<file path="config.mk">
export PLATFORM = sky130hd
export DESIGN_NAME = memcomparable_bytes_codec
export DESIGN_NICKNAME = d
export VERILOG_FILES = /design/src/hw/rtl/mbc_pkg.sv /design/src/hw/rtl/mbc_expand.sv /design/src/hw/rtl/memcomparable_bytes_codec.sv
export SDC_FILE = /design/constraint.sdc
export NUM_CORES = 1
export LEC_CHECK = 0
export ABC_CLOCK_PERIOD_IN_PS = 6400
export BUFFER_PORTS_ARGS = -buffer_cell sky130_fd_sc_hd__buf_2
export CORE_ASPECT_RATIO = 2
export CORE_MARGIN = 4
export CORE_UTILIZATION = 55
export CTS_BUF_LIST = sky130_fd_sc_hd__clkbuf_16
export CTS_CLUSTER_DIAMETER = 40
export DETAILED_ROUTE_END_ITERATION = 7
export PLACE_DENSITY_LB_ADDON = 0.2
export SYNTH_ARGS = -nofsm -noshare
export SYNTH_HDL_FRONTEND = slang
export SYNTH_SLANG_ARGS = --single-unit
</file>
<file path="constraint.sdc">
create_clock -name i_clk -period 6.4 [get_ports i_clk]
set_clock_uncertainty 0.05 [all_clocks]
set_input_delay 0.64 -clock i_clk [delete_from_list [all_inputs] [get_ports i_clk]]
set_output_delay 0.64 -clock i_clk [all_outputs]
set_load 0.03 [all_outputs]
</file>
<file path="src/hw/rtl/mbc_pkg.sv">
// ---------------------------------------------------------------------------
// mbc_pkg
// Constants and types shared by the memcomparable bytes codec.
// ---------------------------------------------------------------------------
`timescale 1ns / 1ps

package mbc_pkg;

    // Data bytes per group (a marker byte follows each group)
    localparam int GROUP_BYTES = 8;
    // Most result items one request can cause
    localparam int MAX_ITEMS   = GROUP_BYTES + 3;

    localparam int POS_W = $clog2(GROUP_BYTES + 1);
    localparam int IDX_W = $clog2(GROUP_BYTES);
    localparam int CNT_W = $clog2(MAX_ITEMS + 1);

    localparam logic [7:0] MARK_FULL = 8'hFF;
    localparam logic [7:0] MARK_MIN  = 8'(255 - GROUP_BYTES);

    // Mode register codes
    localparam logic MODE_ENCODE = 1'b0;
    localparam logic MODE_DECODE = 1'b1;

    typedef struct packed {
        logic [7:0] data;
        logic       present;
        logic       last;
    } t_in;

    typedef struct packed {
        logic       bad;
        logic       vend;
        logic       valid;
        logic [7:0] data;
    } t_item;

    typedef t_item [MAX_ITEMS-1:0] t_item_list;
    typedef logic [GROUP_BYTES-1:0][7:0] t_group;

    // Expander control towards the top level
    typedef struct packed {
        logic [CNT_W-1:0] count;
        logic [POS_W-1:0] pos_next;
        logic             buf_we;
    } t_exp_ctl;

endpackage

</file>
<file path="src/hw/rtl/mbc_expand.sv">
// ---------------------------------------------------------------------------
// mbc_expand
// Turns one request into the list of result items it causes, plus the
// next group position and the group buffer write strobe.
// ---------------------------------------------------------------------------
`timescale 1ns / 1ps

module mbc_expand (
    input  logic                      i_mode,
    input  mbc_pkg::t_in              i_in,
    input  logic [mbc_pkg::POS_W-1:0] i_pos,
    input  mbc_pkg::t_group           i_group,
    output mbc_pkg::t_item_list       o_items,
    output mbc_pkg::t_exp_ctl         o_ctl
);

    always_comb begin
        logic                      s;
        logic                      full;
        logic [mbc_pkg::POS_W-1:0] pos_a;
        logic [mbc_pkg::POS_W-1:0] pad;
        logic [mbc_pkg::CNT_W-1:0] e1;
        logic [mbc_pkg::CNT_W-1:0] e2;
        logic [mbc_pkg::CNT_W-1:0] e3;
        logic [7:0]                pad8;
        logic [mbc_pkg::POS_W-1:0] keep;

        o_items = '0;
        o_ctl   = '0;
        s       = 1'b0;
        full    = 1'b0;
        pos_a   = '0;
        pad     = '0;
        e1      = '0;
        e2      = '0;
        e3      = '0;
        pad8    = '0;
        keep    = '0;

        if (i_mode == mbc_pkg::MODE_ENCODE) begin
            // byte if present, full marker if the group fills, then on the last request padding zeros and end marker
            s     = i_in.present;
            full  = s && (i_pos == mbc_pkg::POS_W'(mbc_pkg::GROUP_BYTES - 1));
            pos_a = full ? '0 : i_pos + mbc_pkg::POS_W'(s);
            pad   = mbc_pkg::POS_W'(mbc_pkg::GROUP_BYTES) - pos_a;
            e1    = mbc_pkg::CNT_W'(s);
            e2    = e1 + mbc_pkg::CNT_W'(full);
            e3    = e2 + (i_in.last ? mbc_pkg::CNT_W'(pad) : '0);
            o_ctl.count    = e3 + mbc_pkg::CNT_W'(i_in.last);
            o_ctl.pos_next = i_in.last ? '0 : pos_a;
            for (int k = 0; k < mbc_pkg::MAX_ITEMS; k++) begin
                o_items[k].valid = 1'b1;
                if (mbc_pkg::CNT_W'(k) < e1) begin
                    o_items[k].data = i_in.data;
                end else if (mbc_pkg::CNT_W'(k) < e2) begin
                    o_items[k].data = mbc_pkg::MARK_FULL;
                end else if (mbc_pkg::CNT_W'(k) < e3) begin
                    o_items[k].data = 8'h00;
                end else begin
                    o_items[k].data = mbc_pkg::MARK_FULL - 8'(pad);
                    o_items[k].vend = 1'b1;
                end
            end
        end else if (i_pos < mbc_pkg::POS_W'(mbc_pkg::GROUP_BYTES)) begin
            // decode: group data byte, buffered only
            o_ctl.buf_we   = 1'b1;
            o_ctl.pos_next = i_pos + mbc_pkg::POS_W'(1);
        end else if (i_in.data == mbc_pkg::MARK_FULL) begin
            // decode: full group, value continues
            o_ctl.count = mbc_pkg::CNT_W'(mbc_pkg::GROUP_BYTES);
            for (int k = 0; k < mbc_pkg::GROUP_BYTES; k++) begin
                o_items[k].data  = i_group[mbc_pkg::IDX_W'(k)];
                o_items[k].valid = 1'b1;
            end
        end else if (i_in.data < mbc_pkg::MARK_MIN) begin
            // decode: corrupt marker aborts the value
            o_ctl.count     = mbc_pkg::CNT_W'(1);
            o_items[0].vend = 1'b1;
            o_items[0].bad  = 1'b1;
        end else begin
            // decode: final group, emit the real bytes only
            pad8 = mbc_pkg::MARK_FULL - i_in.data;
            keep = mbc_pkg::POS_W'(mbc_pkg::GROUP_BYTES) - pad8[mbc_pkg::POS_W-1:0];
            if (keep == '0) begin
                o_ctl.count     = mbc_pkg::CNT_W'(1);
                o_items[0].vend = 1'b1;
            end else begin
                o_ctl.count = mbc_pkg::CNT_W'(keep);
                for (int k = 0; k < mbc_pkg::GROUP_BYTES; k++) begin
                    o_items[k].data  = i_group[mbc_pkg::IDX_W'(k)];
                    o_items[k].valid = 1'b1;
                    o_items[k].vend  = (mbc_pkg::POS_W'(k) + mbc_pkg::POS_W'(1) == keep);
                end
            end
        end
    end

endmodule

</file>
<file path="src/hw/rtl/memcomparable_bytes_codec.sv">
// ---------------------------------------------------------------------------
// memcomparable_bytes_codec
// Order-preserving byte-string key codec with 8-byte groups and a marker
// byte after each group; encodes or decodes as set by the mode register.
// ---------------------------------------------------------------------------
//  channel  | direction | tdata            | tlast      | tuser (low bit up)
//  s_axis   | in        | data_byte        | value_last | byte_present
//  m_axis   | out       | out_byte         | value_end  | byte_valid, run_last,
//           |           |                  |            | bad_marker
//  cfg      | in        | codec_mode (i_cfg_wdata, written on i_cfg_we)
//
// A request passes an input register, then is expanded into an output shift
// register that holds all its result items (at most 11), which leave it one
// after another; a request with no result passes the input register without
// touching the output.
// Output stalls hold the shift register and, once it is busy, the input.
// Reset is synchronous; no clearing pass, the group buffer is never cleared.
// ---------------------------------------------------------------------------
`timescale 1ns / 1ps

module memcomparable_bytes_codec (
    input  logic       i_clk,
    input  logic       i_rst_n,
    input  logic       i_cfg_we,
    input  logic       i_cfg_wdata,     // codec_mode
    input  logic       s_axis_tvalid,
    output logic       s_axis_tready,
    input  logic [7:0] s_axis_tdata,    // [7:0] data_byte
    input  logic       s_axis_tlast,    // value_last
    input  logic       s_axis_tuser,    // [0] byte_present
    output logic       m_axis_tvalid,
    input  logic       m_axis_tready,
    output logic [7:0] m_axis_tdata,    // [7:0] out_byte
    output logic       m_axis_tlast,    // value_end
    output logic [2:0] m_axis_tuser     // [0] byte_valid [1] run_last [2] bad_marker
);

    logic                      r_mode;
    logic                      n_mode;
    logic [mbc_pkg::POS_W-1:0] r_pos;
    logic [mbc_pkg::POS_W-1:0] n_pos;
    mbc_pkg::t_group           r_group;
    logic                      r_in_v;
    logic                      n_in_v;
    mbc_pkg::t_in              r_in;
    mbc_pkg::t_item_list       r_items;
    mbc_pkg::t_item_list       exp_items;
    mbc_pkg::t_exp_ctl         exp_ctl;
    logic [mbc_pkg::CNT_W-1:0] r_cnt;
    logic [mbc_pkg::CNT_W-1:0] n_cnt;
    logic                      in_take;
    logic                      out_take;
    logic                      free;
    logic                      load;

    // Handshakes: output register frees up as its last item leaves
    assign out_take      = m_axis_tvalid && m_axis_tready;
    assign free          = (r_cnt == '0) || ((r_cnt == mbc_pkg::CNT_W'(1)) && m_axis_tready);
    assign load          = r_in_v && free;
    assign s_axis_tready = !r_in_v || load;
    assign in_take       = s_axis_tvalid && s_axis_tready;

    mbc_expand u_expand (
        .i_mode  (r_mode),
        .i_in    (r_in),
        .i_pos   (r_pos),
        .i_group (r_group),
        .o_items (exp_items),
        .o_ctl   (exp_ctl)
    );

    // Next-state logic
    always_comb begin
        n_in_v = r_in_v;
        if (in_take) begin
            n_in_v = 1'b1;
        end else if (load) begin
            n_in_v = 1'b0;
        end

        n_mode = r_mode;
        n_pos  = r_pos;
        if (i_cfg_we) begin
            n_mode = i_cfg_wdata;
            n_pos  = '0;
        end else if (load) begin
            n_pos = exp_ctl.pos_next;
        end

        n_cnt = r_cnt;
        if (load) begin
            n_cnt = exp_ctl.count;
        end else if (out_take) begin
            n_cnt = r_cnt - mbc_pkg::CNT_W'(1);
        end
    end

    // Control registers
    always_ff @(posedge i_clk) begin
        if (!i_rst_n) begin
            r_in_v <= 1'b0;
            r_mode <= mbc_pkg::MODE_ENCODE;
            r_pos  <= '0;
            r_cnt  <= '0;
        end else begin
            r_in_v <= n_in_v;
            r_mode <= n_mode;
            r_pos  <= n_pos;
            r_cnt  <= n_cnt;
        end
    end

    // Payload: input register, group buffer, result shift register
    always_ff @(posedge i_clk) begin
        if (in_take) begin
            r_in <= '{data: s_axis_tdata, present: s_axis_tuser, last: s_axis_tlast};
        end
        if (load && exp_ctl.buf_we) begin
            r_group[r_pos[mbc_pkg::IDX_W-1:0]] <= r_in.data;
        end
        if (load) begin
            r_items <= exp_items;
        end else if (out_take) begin
            for (int k = 0; k < mbc_pkg::MAX_ITEMS - 1; k++) begin
                r_items[k] <= r_items[k+1];
            end
        end
    end

    assign m_axis_tvalid = (r_cnt != '0);
    assign m_axis_tdata  = r_items[0].data;
    assign m_axis_tlast  = r_items[0].vend;
    assign m_axis_tuser  = {r_items[0].bad, (r_cnt == mbc_pkg::CNT_W'(1)), r_items[0].valid};

endmodule

</file>
==> results.md <==
* Share of the synthesized area in the top cell type at 0.586
* CORE AREA at around 0.012 mm2
* Post-CTS setup buffer count at 0
* Critical path type: register to register
* Max VDD drop at roughly 0.00045 V
* Final antenna-violating net count at 0
* Total clock buffers created by CTS at 17
* Setup crit end kind: register
* Pwr Total at 3.66 mW
* Share of post-route cells with drive strength above 1 at 0.145
* Most area-consuming cells after synthesis: edfxtp_1, a22o_1, a21oi_1, dfxtp_1, ha_1
* Min-delay worst type: input pin to register
* Mapped Area at approximately 0.0066 mm2
* Post_cts resized at 0
* Largest net degree at the start of global routing at 90
* Net Count, Synth at roughly 570
* Worst slew pin tran at between 1 and 1.5 ns
* Initial antenna violation count at 0
* Fmax at approximately 0.23 GHz
* Die height at 163 um
* Syn_area_per_cell at about 12 um2
* CTS tree: yes
* DPL Wire Length at between 10 and 15 mm
* Number of synthesized flops with an enable pin at between 100 and 150
* Seq/Total Area, Yosys at 0.616
* PD cells at just under 500 mW/mm2
* P_leak at roughly 2.8 nW
* WP data required at roughly 6.5 ns
* Max-slew headroom at 0.223
* Vias in the first global route at 4,492
* RSZ-0062 raised after global routing: no
* Prevailing post-synth register cell: edfxtp_1
* Post-Synthesis Cells at 540
* First DRT Iteration DRCs at around 470
* CP arrival at around 4.4 ns
* Total Routing Usage GR at 0.239
* Die area at ~0.014 mm2
* Flops & latches, synth at roughly 140
* Routed wl met2 at ~8.7 mm
* Ys Warns at 0
* Worst-Skew Late Latency at roughly 0.42 ns
* Setup TNS Final at 0 ns
* Via/cell ratio at 6.43
* Final WL at 16.0 mm
* WL per Instance at roughly 22 um
* Final Max Slew Viols at 0
* Horiz. Die Dim at 85.5 um
* Clock sink count at 139
* Overflow after GRT at 0
* Filler Cells Inserted at ~950
* Clk Tree Root Cell: clkbuf_16
* Remaining DRCs at 0
* Starting Density at 0.562
* Setup crit start kind: register
* Port-buffer cells at 29
* WL met3 at between 700 and 800 um
* Post-synth top area cell: edfxtp_1
* Max-Cap Viols at 0
* Period Utilization, post-route at 0.673
* Metal-1 WL at between 5 and 6 mm
* Hold Vio Cnt, Final at 0
* Outcome: finished, final reports clean
* First-pass GRT wire length at approximately 25 mm
* CTS max path bufs at 2
* Layout area overhead at 11.5%
* H-tree levels at 4
* RD Place Congestion at 0.905
* Via count at 4,577
* Asr flop ratio synth at 0
* DR top layer: met4
* Fin crit period at about 4.3 ns
* Rows at 56
* Nets@finish at around 600
* Inserted Diodes at 0
* # hold bufs at CTS at 0
* I/O pins at 30
* Clock Pin Slew Worst Setup and Hold Paths at 0.06 ns
* First drt pass iteration count at 5
* Distinct cells, synth at 67
* Final Core Density at 0.626
* Critical path peak fanout at 12
* Final setup violation count at 0
[per-stage QoR]
stage	worst slack, ns	hold WS [ns]	std cells	instance area, um2
4_1_cts	2.22	0.335	712	7370
2_1_floorplan	2.92	0.430	540	6610
3_3_place_gp	2.19	0.447	680	6790
3_5_place_dp	2.26	0.455	680	6790
6_report	2.10	0.340	712	7370
5_1_grt	2.01	0.337	712	7370
[cell usage in the layout (no fill, tap or decap), drive strengths merged, types with 17 or more instances in the layout]
master	instances
a21o	19
inv	21
buf	34
a22o	25
nor2	48
clkbuf	17
a21oi	41
nand2	36
edfxtp	129
[critical path, stage by stage (launching register included)]
cell and delay (ns):
edfxtp_1 0.52, ha_1 0.27, ha_1 0.34, nand2_1 0.07
ha_1 0.39, and2_1 0.22, fa_1 0.42, nand2b_1 0.19
a21oi_1 0.41, or2_4 0.29, o21ai_0 0.40, a221o_1 0.48
[synthesized netlist by cell type, types with 3 or more instances]
cell type,count
clkbuf_1,23
a221oi_1,5
a21o_1,19
nand2_1,36
a221o_1,10
edfxtp_1,129
nor2_1,48
nor3b_1,3
xor2_1,3
nand3_1,15
nor3_1,10
a22o_1,25
and3_1,12
mux2i_1,3
dfxtp_1,10
a21oi_1,41
nor4_1,3
buf_1,3
xnor2_1,3
o22ai_1,3
o21ai_0,14
nand2b_1,6
buf_4,11
mux2_2,3
ha_1,15
inv_1,14
and2_1,8
a31oi_1,6
a211oi_1,3
or3_1,3
o22a_1,4
nand3b_1,3
[layer usage]
metal,vias to the layer above,global-route usage
li1,2108,-
met1,2220,0.266
met2,199,0.432
met3,50,0.0485
met4,0,0.107
met5,-,0
[cell type report]
cell class / instances / area [um2] / share of cell area
clock buffer: 17 / 425 / 0.0577
timing repair buffer: 34 / 183 / 0.0248
clock inverter: 15 / 159 / 0.0216
tap: 145 / 181 / 0.0246
sequential: 139 / 4070 / 0.553
multi-input combinational: 348 / 2300 / 0.311
inverter: 14 / 52.6 / 0.00713
[path summary, 6_finish.rpt]
check / start / endpoint / slack [ns] / cells past startpoint
setup / recovery: r_in[1] / r_items[53] / 2.10 / 11
hold / removal: s_axis_tlast / r_in[0] / 0.34 / 1
setup reg to reg: r_in[1] / r_items[53] / 2.10 / 11
hold reg to reg: r_items[118] / r_items[107] / 0.47 / 2
[power by group]
part | internal [mW] | switching (mW)
clock network | 0.549 | 0.410
registers | 1.47 | 0.141
logic | 0.392 | 0.696
[cells by family (layout without fill, tap and decap cells)]
kind of cell | count (synthesis) | in the layout | share of synthesized area
mux | 7 | 7 | 0.0119
simple gates | 162 | 162 | 0.123
compound gates | 157 | 157 | 0.171
buf+inv | 53 | 80 | 0.0386
fa+ha+maj | 16 | 16 | 0.0314
xor+xnor | 6 | 6 | 0.00795
flops | 139 | 139 | 0.616
[flip-flops by register name, summed over array words and instances, names as in the netlist]
name and flops:
m_axis_tdata 8, m_axis_tlast 1, m_axis_tuser 2, r_cnt 4, r_group 32, r_in 10
r_in_v 1, r_items 76, r_mode 1, r_pos 4
Power figures use the tool's default switching activity.
